**src/rtl/core/assert_macros.svh**
```systemverilog
// Assertion macros for the RTL files that check their own behavior.
`ifndef ASSERT_MACROS_SVH
`define ASSERT_MACROS_SVH

// Implication in the same cycle, checked on i_clk, off while i_rst_n is low.
`define BBA_ASSERT_IMP(lbl, ante, cons) \
    lbl: assert property (@(posedge i_clk) disable iff (!i_rst_n) (ante) |-> (cons)) \
        else $error("assertion failed");

// Implication in the next cycle.
`define BBA_ASSERT_NXT(lbl, ante, cons) \
    lbl: assert property (@(posedge i_clk) disable iff (!i_rst_n) (ante) |=> (cons)) \
        else $error("assertion failed");

`endif

```
**src/rtl/core/bba_pkg.sv**
```systemverilog
// Package: constants, types and control structs of the buddy block allocator.
`default_nettype none
package bba_pkg;

    localparam int TOP_ORDER  = 10;
    localparam int NUM_ORDERS = TOP_ORDER + 1;
    localparam int LIST_DEPTH = 512;
    localparam int A_W        = 10;
    localparam int O_W        = 4;
    localparam int SZ_W       = 16;
    localparam int ID_W       = 16;
    localparam int CNT_W      = $clog2(LIST_DEPTH + 1);
    localparam int MEM_DEPTH  = NUM_ORDERS * LIST_DEPTH;
    localparam int MA_W       = $clog2(MEM_DEPTH);
    localparam logic [ID_W-1:0] ID_FIRST = ID_W'(1);
    localparam logic [ID_W-1:0] ID_LAST  = '1;

    typedef enum logic [4:0] {
        S_IDLE, S_DISP, S_ASRCH, S_FRONT, S_FRONT_CAP, S_REM, S_REM_WR,
        S_SPLIT_LO, S_SPLIT_HI, S_ACHK, S_FIND, S_FIND_CMP, S_MCHK,
        S_FAPP, S_GRANT, S_FREE_OK, S_FAIL
    } t_state;

    typedef enum logic [1:0] {
        MODE_TAKE, MODE_SPLIT, MODE_DUP, MODE_MERGE
    } t_mode;

    typedef enum logic [1:0] {
        RES_NONE, RES_GRANT, RES_FREE, RES_FAIL
    } t_res;

    typedef enum logic [1:0] {
        APP_ADDR, APP_VAL, APP_VAL_HI
    } t_app;

    typedef struct packed {
        logic load;
        logic idx_clr;
        logic idx_inc;
        logic rd;
        logic rd_next;
        logic cap_val;
        logic shift_wr;
        logic cnt_dec;
        logic app;
        t_app app_sel;
        logic ord_inc;
        logic ord_dec;
        logic tgt_addr;
        logic tgt_buddy;
        logic merge;
        t_res res;
    } t_cmd;

    typedef struct packed {
        logic kind;
        logic cnt_zero;
        logic idx_last;
        logic idx_end;
        logic match;
        logic ord_top;
        logic ord_over;
        logic ord_gt_k;
        logic misalign;
        logic out_busy;
    } t_sts;

endpackage
`default_nettype wire

```
**src/rtl/core/bba_ctrl.sv**
```systemverilog
// Controller: sequences list scans, removals, splits and merges.
`default_nettype none
module bba_ctrl (
    input  wire logic          i_clk,
    input  wire logic          i_rst_n,
    input  wire logic          i_in_valid,
    input  wire bba_pkg::t_sts i_sts,
    output logic               o_in_ready,
    output bba_pkg::t_cmd      o_cmd
);
    bba_pkg::t_state r_state, n_state;
    bba_pkg::t_mode  r_mode, n_mode;

    // state and mode registers
    always_ff @(posedge i_clk) begin
        if (!i_rst_n) begin
            r_state <= bba_pkg::S_IDLE;
            r_mode  <= bba_pkg::MODE_TAKE;
        end else begin
            r_state <= n_state;
            r_mode  <= n_mode;
        end
    end

    // next state and commands
    always_comb begin
        n_state    = r_state;
        n_mode     = r_mode;
        o_cmd      = '0;
        o_in_ready = (r_state == bba_pkg::S_IDLE);
        case (r_state)
            bba_pkg::S_IDLE: begin
                if (i_in_valid) begin
                    o_cmd.load = 1'b1;
                    n_state    = bba_pkg::S_DISP;
                end
            end
            bba_pkg::S_DISP: begin
                if (!i_sts.kind) begin
                    if (!i_sts.cnt_zero) begin
                        o_cmd.idx_clr = 1'b1;
                        n_mode        = bba_pkg::MODE_TAKE;
                        n_state       = bba_pkg::S_FRONT;
                    end else begin
                        o_cmd.ord_inc = 1'b1;
                        n_state       = bba_pkg::S_ASRCH;
                    end
                end else if (i_sts.ord_over || i_sts.misalign) begin
                    n_state = bba_pkg::S_FAIL;
                end else begin
                    o_cmd.tgt_addr = 1'b1;
                    o_cmd.idx_clr  = 1'b1;
                    n_mode         = bba_pkg::MODE_DUP;
                    n_state        = bba_pkg::S_FIND;
                end
            end
            // look upward for a nonempty list to split
            bba_pkg::S_ASRCH: begin
                if (i_sts.ord_over) begin
                    n_state = bba_pkg::S_FAIL;
                end else if (!i_sts.cnt_zero) begin
                    o_cmd.idx_clr = 1'b1;
                    n_mode        = bba_pkg::MODE_SPLIT;
                    n_state       = bba_pkg::S_FRONT;
                end else begin
                    o_cmd.ord_inc = 1'b1;
                end
            end
            bba_pkg::S_FRONT: begin
                o_cmd.rd = 1'b1;
                n_state  = bba_pkg::S_FRONT_CAP;
            end
            bba_pkg::S_FRONT_CAP: begin
                o_cmd.cap_val = 1'b1;
                n_state       = bba_pkg::S_REM;
            end
            // remove entry at idx: shift the tail down one beat at a time
            bba_pkg::S_REM: begin
                if (i_sts.idx_last) begin
                    o_cmd.cnt_dec = 1'b1;
                    case (r_mode)
                        bba_pkg::MODE_SPLIT: begin
                            o_cmd.ord_dec = 1'b1;
                            n_state       = bba_pkg::S_SPLIT_LO;
                        end
                        bba_pkg::MODE_TAKE: n_state = bba_pkg::S_GRANT;
                        default: begin
                            o_cmd.merge = 1'b1;
                            n_state     = bba_pkg::S_MCHK;
                        end
                    endcase
                end else begin
                    o_cmd.rd_next = 1'b1;
                    n_state       = bba_pkg::S_REM_WR;
                end
            end
            bba_pkg::S_REM_WR: begin
                o_cmd.shift_wr = 1'b1;
                o_cmd.idx_inc  = 1'b1;
                n_state        = bba_pkg::S_REM;
            end
            bba_pkg::S_SPLIT_LO: begin
                o_cmd.app     = 1'b1;
                o_cmd.app_sel = bba_pkg::APP_VAL;
                n_state       = bba_pkg::S_SPLIT_HI;
            end
            bba_pkg::S_SPLIT_HI: begin
                o_cmd.app     = 1'b1;
                o_cmd.app_sel = bba_pkg::APP_VAL_HI;
                n_state       = bba_pkg::S_ACHK;
            end
            bba_pkg::S_ACHK: begin
                if (i_sts.ord_gt_k) begin
                    o_cmd.idx_clr = 1'b1;
                    n_state       = bba_pkg::S_FRONT;
                end else if (i_sts.cnt_zero) begin
                    n_state = bba_pkg::S_FAIL;
                end else begin
                    o_cmd.idx_clr = 1'b1;
                    n_mode        = bba_pkg::MODE_TAKE;
                    n_state       = bba_pkg::S_FRONT;
                end
            end
            // linear search of the current list for the target address
            bba_pkg::S_FIND: begin
                if (i_sts.idx_end) begin
                    n_state = (r_mode == bba_pkg::MODE_DUP) ? bba_pkg::S_MCHK
                                                            : bba_pkg::S_FAPP;
                end else begin
                    o_cmd.rd = 1'b1;
                    n_state  = bba_pkg::S_FIND_CMP;
                end
            end
            bba_pkg::S_FIND_CMP: begin
                if (i_sts.match) begin
                    n_state = (r_mode == bba_pkg::MODE_DUP) ? bba_pkg::S_FAIL
                                                            : bba_pkg::S_REM;
                end else begin
                    o_cmd.idx_inc = 1'b1;
                    n_state       = bba_pkg::S_FIND;
                end
            end
            bba_pkg::S_MCHK: begin
                if (i_sts.ord_top) begin
                    n_state = bba_pkg::S_FAPP;
                end else begin
                    o_cmd.tgt_buddy = 1'b1;
                    o_cmd.idx_clr   = 1'b1;
                    n_mode          = bba_pkg::MODE_MERGE;
                    n_state         = bba_pkg::S_FIND;
                end
            end
            bba_pkg::S_FAPP: begin
                o_cmd.app     = 1'b1;
                o_cmd.app_sel = bba_pkg::APP_ADDR;
                n_state       = bba_pkg::S_FREE_OK;
            end
            bba_pkg::S_GRANT: begin
                if (!i_sts.out_busy) begin
                    o_cmd.res = bba_pkg::RES_GRANT;
                    n_state   = bba_pkg::S_IDLE;
                end
            end
            bba_pkg::S_FREE_OK: begin
                if (!i_sts.out_busy) begin
                    o_cmd.res = bba_pkg::RES_FREE;
                    n_state   = bba_pkg::S_IDLE;
                end
            end
            bba_pkg::S_FAIL: begin
                if (!i_sts.out_busy) begin
                    o_cmd.res = bba_pkg::RES_FAIL;
                    n_state   = bba_pkg::S_IDLE;
                end
            end
            default: n_state = bba_pkg::S_IDLE;
        endcase
    end
endmodule
`default_nettype wire

```
**config.mk**
```make
export PLATFORM = sky130hd
export DESIGN_NAME = bba_ctrl
export DESIGN_NICKNAME = d
export VERILOG_FILES = /design/src/rtl/core/assert_macros.svh /design/src/rtl/core/bba_pkg.sv /design/src/rtl/core/bba_ctrl.sv
export SDC_FILE = /design/constraint.sdc
export NUM_CORES = 1
export LEC_CHECK = 0
export ABC_AREA = 1
export BUFFER_PORTS_ARGS = -buffer_cell sky130_fd_sc_hd__buf_4
export CAP_MARGIN = 20
export CORE_AREA = 4 4 52 49
export DETAILED_ROUTE_END_ITERATION = 7
export DIE_AREA = 0 0 56 53
export GPL_ROUTABILITY_DRIVEN = 0
export GPL_TIMING_DRIVEN = 0
export PLACE_DENSITY = 0.75
export RECOVER_POWER = 25
export SETUP_SLACK_MARGIN = 0.2
export SYNTH_ARGS = -nofsm -noshare
export SYNTH_HDL_FRONTEND = slang
export SYNTH_SLANG_ARGS = --single-unit
```
**constraint.sdc**
```tcl
create_clock -name i_clk -period 1.75 [get_ports i_clk]
set_input_delay 0.0875 -clock i_clk [delete_from_list [all_inputs] [get_ports i_clk]]
set_output_delay 0.0875 -clock i_clk [all_outputs]
set_load 0.03 [all_outputs]
```
* Yosys cells after proc, flatten, opt, wreduce, memory -nomap -nowiden
Cells that the tools add are included.
Cells by class: add/subtract/negate cells 0, $mul 0, divide/modulo/power cells 0, $lt $le $gt $ge 0, eq/ne operators 26, shifts and indexed selects 0, muxes and demuxes 62, bitwise logic cells 0, reduce and logical (&&, ||, !) cells 9
Operators by type and width (count):
- case mux 5 bit (14 select lines) | 1
- 2-to-1 mux 5 bit | 10
- equality test 5 x 4 -> 1 bit (second input constant) | 8
- 2-to-1 mux 1 bit | 31
- equality test 5 x 3 -> 1 bit (second input constant) | 4
- 2-to-1 mux 2 bit | 9
- inequality test 2 bit (second input constant) | 6
- equality test 5 x 2 -> 1 bit (second input constant) | 2
- case mux 3 bit (3 select lines) | 1
- case mux 2 bit (4 select lines) | 1
- case mux 4 bit (2 select lines) | 1
- 2-to-1 mux 3 bit | 2
- inequality test 3 bit (second input constant) | 2
- case mux 1 bit (2 select lines) | 3
- case mux 2 bit (3 select lines) | 1
- AND reduction 6 bit | 1
- equality test 5 x 1 -> 1 bit (second input constant) | 1
- equality test 5 bit (second input constant) | 1
- zero test 5 bit | 1
- 2-to-1 mux 4 bit | 1
- case mux 1 bit (4 select lines) | 1
- nonzero test 4 bit | 1
- OR reduction 2 bit | 2
- AND reduction 3 bit | 1
- 5 further kinds | 5
Word-level totals: register bits 7, bits in latches 0, bits in writable memories 0, ROM bits 0, input bits 13, output and inout port bits 19, memories kept 0

* Longest topological paths before layout
Gate-level depths: netlist of run 1.
depth after elaboration 5, depth in mapped cells 11

* Worst setup path before layout of run 1
Ideal clock, no wire load.
path kind register -> register, from register r_state[2], to register r_state[3], library setup time 70 ps, arrival time 1588 ps, path slack 93 ps, cell stages (with the launch flop) 9, buffers on the path 0, clock period less this slack 1657 ps, cells stage by stage dfxtp_1 -> inv_1 -> nor2_1 -> nand2_1 -> nor2_1 -> o21ai_0 -> nand2_1 -> nor2_1 -> a21oi_1
On the way: word-level cells in the longest chain between the ends 4, elaborated cells on any way between the ends 24
RTL lines:
- start, declared | line bba_ctrl.sv:11 | bba_pkg::t_state r_state, n_state;
- start signal, assigned | line bba_ctrl.sv:17 | r_state <= bba_pkg::S_IDLE;
- start signal, assigned | line bba_ctrl.sv:20 | r_state <= n_state;
- equality test 5 bit or equality test 5 x 4 -> 1 bit (tied branches) | line bba_ctrl.sv:31 | case (r_state)
- OR reduction 3 bit (no source line)
- inequality test 2 bit (no source line)
- AND reduction 3 bit (no source line)
Parallel ways exist; a longest one is shown, timed or not. A chain may end at the register's enable or synchronous reset.

==> impl_metrics.env, run 1 <==
export IMPL_total_power_uw=1530
export IMPL_dieArea_sq_um=2970
export IMPL_root_buffer="clkbuf_4"
export IMPL_vias=1346
export IMPL_globalRouteOverflowTotal=0
export IMPL_synthToLayoutAreaGrowth_pct=55.0
export IMPL_critPathMaxFanout=5
export IMPL_highest_layer="met4"
export IMPL_wirelength_microns=3320
export IMPL_cts_made_buffers=3
export IMPL_io_pin_count=32
export IMPL_start_util=0.418
export IMPL_period_needed_ns=1.56
export IMPL_die_x_microns=56
export IMPL_cp_end_kind="output port"
export IMPL_grt_pass1_wl_microns=5310
export IMPL_worst_ep_required_time_ns=1.66
export IMPL_synthCells=176
export IMPL_place_hpwl_microns=2440
export IMPL_drc=0
export IMPL_antenna_found_initial=0
export IMPL_port_buffer_count=31
export IMPL_yosysTopAreaCellShare=0.216
export IMPL_hold_violations=0
export IMPL_met1Wirelength_microns=1370
export IMPL_status="finished clean"
export IMPL_power_density_nw_per_um2=1130
export IMPL_seq_area_frac_synth=0.161
export IMPL_start_kind="flop"
export IMPL_synth_area_leaders="nand2_1, dfxtp_1, nor2_1, inv_1, nand3_1"
export IMPL_leakagePower_uw=0.000727
export IMPL_grt_pass1_vias=1257
export IMPL_crit_type="flop to output port"
export IMPL_antenna_left=0
export IMPL_clk_path_buf_depth=2
export IMPL_ys_warnings_count=0
export IMPL_clock_skew_ns=0.00451
export IMPL_vdd_drop_max_mv=0.668
export IMPL_cts_tree="done"
export IMPL_syn_cell_area_sq_um=871
export IMPL_yosysTopAreaCell="nand2_1"
export IMPL_fin_nets=234
export IMPL_setup_violations=0
export IMPL_drt_first_pass_iters=4
export IMPL_fin_util=0.648
export IMPL_wl_met2_microns=1580
export IMPL_diodes=0
export IMPL_avgSynthCellArea_sq_um=4.95
export IMPL_drv_slew=0
export IMPL_rsz0062_at_grt="true"
export IMPL_drt_initial_drc_count=26
export IMPL_num_rows=16
export IMPL_fin_tns_setup_ns=0
export IMPL_htreeDepth=1
export IMPL_layout_worst_path_cycle_share=0.889
export IMPL_via_per_inst=5.45
export IMPL_synthDistinctLibCells=16
export IMPL_arrival_ns=1.47
export IMPL_cts_sinks=7
export IMPL_wl_per_cell_microns=13.4
export IMPL_max_freq_mhz=643
export IMPL_syn_nets=189
export IMPL_die_h_microns=53
export IMPL_core_sq_um=2080
export IMPL_max_slew_margin=0.749
export IMPL_clk_pin_slew_worst_paths_ns=0.05
export IMPL_grt_use_total=0.222
export IMPL_maxCapViolCount=0
export IMPL_grt_max_degree=11
export IMPL_tightestPinTransition_ns=0.378
export IMPL_clk_latency_ns=0.25
export IMPL_synth_seq_cells=7
export IMPL_wl_met3_microns=256
export IMPL_drive_above_1_share=0.341
export IMPL_holdCritPathClass="input port to flop"
## report_power, final
| part | switching, uW | internal (uW) |
|---|---|---|
| clock | 60.8 | 87.1 |
| combinational | 690 | 369 |
| sequential | 97.4 | 223 |
## final timing paths
path / start / end / slack, ns / depth (start not counted)
worst max-delay path: r_state[1] / o_cmd[16] / 0.19 / 8
worst min-delay path: i_rst_n / r_mode[0] / 0.08 / 3
worst max register to register: r_state[0] / r_mode[0] / 0.26 / 10
worst min register to register: r_state[1] / r_state[1] / 0.54 / 2
## sequential cells by signal, summed over array words and instances, names as in the netlist
register	cells
r_mode	2
r_state	5
## critical path: stages, from the launching register on
cell      delay [ns]
dfxtp_4         0.37
inv_6           0.08
nand2_2         0.07
nor2_4          0.13
nand2_2         0.07
o21ai_2         0.16
nor2_1          0.06
o211ai_1        0.08
buf_4           0.19
## layout by cell type, fill, tap and decap left out, drive strengths merged
master,n
nand3,21
nor2,33
dfxtp,7
o211ai,2
clkbuf,8
nand4,5
or2,1
o21ai,7
nor3,7
and2,1
a21oi,12
inv,29
nand2,50
buf,37
## timing repair
action,4_1_cts,5_1_grt
hold buffers,0,0
pin swaps,2,9
setup endpoints to repair,19,20
cloned,0,0
resized for setup,24,23
setup buffers,3,6
## routing by layer
layer,vias to the layer above,global-route usage
li1,653,-
met1,613,0.267
met2,67,0.372
met3,13,0.0512
met4,0,0.119
met5,-,0
## final cells by class
cell class,instances,area (sq um)
fill,213,732
clock buffer,4,26.3
multi-input combinational,139,718
buffer,1,11.3
sequential,7,156
timing repair buffer,40,285
inverter,29,119
tap,27,33.8
## cells by family after synthesis
| group | share of synthesized area |
|---|---|
| buffers and inverters | 0.134 |
| DFF | 0.161 |
| AOI/OAI and AO/OA | 0.126 |
| and+or+nand+nor | 0.579 |
## metrics by stage
stage               area, sq um  hold slack, ns  setup slack, ns  std cells
CTS                        1260          0.0713            0.148        241
global route               1350          0.0712            0.116        247
floorplan                   876           0.213            0.205        176
detailed placement         1140           0.337            0.120        234
finish                     1350          0.0772            0.194        247
global placement           1140           0.337            0.125        234
## Yosys cell counts
| cell | instances |
|---|---|
| dfxtp_1 | 7 |
| nand3_1 | 21 |
| nand4_2 | 1 |
| a21oi_1 | 12 |
| o211ai_1 | 2 |
| o21ai_1 | 1 |
| nor2_2 | 1 |
| nand4_1 | 4 |
| nor3_1 | 7 |
| and2_1 | 1 |
| or2_2 | 1 |
| inv_1 | 29 |
| nand2_1 | 50 |
| o21ai_0 | 6 |
| nor2_1 | 32 |
| buf_4 | 1 |
Note: power is estimated with default switching activity, not from simulation.
==> run 2, diff against run 1 <==
- CORE_AREA: 4 4 52 49 -> 4 4 50 48
- DIE_AREA: 0 0 56 53 -> 0 0 54 52
- PLACE_DENSITY: 0.75 -> 0.79
==> impl_metrics.env, run 2 (synthesis gave the netlist of run 1 again) <==
export IMPL_status="finished clean"
export IMPL_layout_worst_path_cycle_share=0.935
export IMPL_setup_violations=0
export IMPL_ctsHoldBuffers=0
export IMPL_grt_pass1_vias=1246
export IMPL_drc=0
export IMPL_die_x_microns=54
export IMPL_start_util=0.469
export IMPL_antenna_found_initial=0
export IMPL_cts_tree="done"
export IMPL_drive_above_1_share=0.353
export IMPL_placed_cells=232
export IMPL_instances_no_fill=246
export IMPL_r2r_end="r_state[3]"
export IMPL_slowest_delay_ns=0.39
export IMPL_cts_sinks=7
export IMPL_drv_slew=0
export IMPL_reg2reg_depth=9
export IMPL_layout_common_cells="nand2_1, buf_4, inv_1"
export IMPL_cts_made_buffers=3
export IMPL_drt_initial_drc_count=41
export IMPL_cp_end_kind="output port"
export IMPL_period_needed_ns=1.64
export IMPL_start_kind="flop"
export IMPL_vias=1397
export IMPL_holdPathEnd="r_mode[0]"
export IMPL_place_hpwl_microns=2400
export IMPL_wirelength_microns=3440
export IMPL_reg_top3="r_state: 5 flops, r_mode: 2 flops"
export IMPL_grt_max_degree=11
export IMPL_root_buffer="clkbuf_4"
export IMPL_die_h_microns=52
export IMPL_max_freq_mhz=611
export IMPL_globalRouteOverflowTotal=0
export IMPL_wl_per_cell_microns=14.0
export IMPL_drt_first_pass_iters=4
export IMPL_io_pin_count=32
export IMPL_clk_path_buf_depth=2
export IMPL_whs_path_depth=3
export IMPL_grt_pass1_wl_microns=5000
export IMPL_holdWs_ns=0.0841
export IMPL_fin_tns_setup_ns=0
export IMPL_timing_rr_start="r_state[2]"
export IMPL_cpMostUsedCell="nand2_1"
export IMPL_synthToLayoutAreaGrowth_pct=57.5
export IMPL_maxCapViolCount=0
export IMPL_grt_use_total=0.238
export IMPL_clk_latency_ns=0.26
export IMPL_antenna_left=0
export IMPL_min_from="i_rst_n"
export IMPL_clk_pin_slew_worst_paths_ns=0.06
export IMPL_fin_nets=235
export IMPL_regToRegSetupSlack_ns=0.26
export IMPL_vdd_drop_max_mv=0.803
export IMPL_port_buffer_count=31
export IMPL_final_common_cell="nand2_1"
export IMPL_power_density_nw_per_um2=1150
export IMPL_via_per_inst=5.68
export IMPL_worst_ep_required_time_ns=1.66
export IMPL_rsz0062_at_grt="true"
export IMPL_max_slew_margin=0.739
export IMPL_cp_slowest_cell="dfxtp_4"
export IMPL_diodes=0
export IMPL_htreeDepth=1
export IMPL_num_rows=15
export IMPL_dieArea_sq_um=2810
export IMPL_arrival_ns=1.55
export IMPL_fillers=152
export IMPL_largest_register_ffs=5
export IMPL_tightestPinTransition_ns=0.393
export IMPL_hold_violations=0
export IMPL_critPathMaxFanout=5
export IMPL_top_register="r_state"
export IMPL_crit_chain="inv_6, nor2_1, nand2_1, nor2_2, nand2_1, nand2_1, buf_4"
export IMPL_holdCritPathClass="input port to flop"
export IMPL_crit_type="flop to output port"
export IMPL_leakagePower_uw=0.000741
export IMPL_core_sq_um=1860
export IMPL_clock_skew_ns=0.00694
==> run 2: cell count changes in the layout (fill, tap and decap cells not counted), sizes merged <==
cell,previous run,this run
clkbuf,8,6
buf,37,40
==> run 2: timing repair <==
action | in CTS | in global routing
pin swaps | 6 | 10
gates cloned | 0 | 0
gates resized for setup | 31 | 19
setup endpoints to repair | 17 | 15
buffers inserted | 5 | 5
==> run 2: per-layer routing <==
layer,up-vias,track usage,share of wire
met3,21,0.0516,0.11
met4,0,0.124,0.038
met5,-,0,0
met2,86,0.425,0.48
li1,659,-,-
met1,631,0.255,0.37
==> run 2: area by class of cell <==
type,count,area (sq um),area share
repair buffers,41,313,0.228
well taps,25,31.3,0.0228
multi-input cells,139,714,0.521
flip-flops and latches,7,156,0.114
clock buffers,4,26.3,0.0192
inverters,29,119,0.0867
plain buffers,1,11.3,0.00821
==> run 2: how the worst max path moves through the flow <==
stage | startpoint | to | slack (ns) | cells past startpoint
floorplan | r_state[2] | o_cmd[15] | 0.21 | 4
global placement | r_state[1] | o_cmd[16] | 0.06 | 8
detailed placement | r_state[1] | o_cmd[16] | 0.05 | 8
CTS | r_state[1] | o_cmd[16] | 0.20 | 8
global route | r_state[1] | o_cmd[14] | 0.04 | 7
finish | r_state[1] | o_cmd[14] | 0.11 | 7
==> run 2: where the power goes <==
part	internal, uW	total [uW]	switching [uW]	leakage, uW
registers	223	321	97.7	0.0000605
logic	422	1100	683	0.000666
clock network	87.2	149	61.8	0.0000150
==> run 2: per-stage QoR <==
| step | cell area, sq um | utilization | power (uW) | worst slack (ns) |
|---|---|---|---|---|
| after floorplan | 876 | - | 887 | 0.205 |
| after global placement | 1140 | 0.613 | 1130 | 0.0636 |
| after detailed placement | 1140 | 0.613 | 1150 | 0.0515 |
| after CTS | 1300 | 0.700 | 1460 | 0.201 |
| after global routing | 1370 | 0.738 | 1690 | 0.0432 |
| final | 1370 | 0.738 | 1570 | 0.113 |
==> run 2: worst max-delay path, delay by kind of cell, from the launching register on <==
family / cells / cell delay (ns)
buf+inv: 2 / 0.21
flops: 1 / 0.39
simple gates: 5 / 0.69
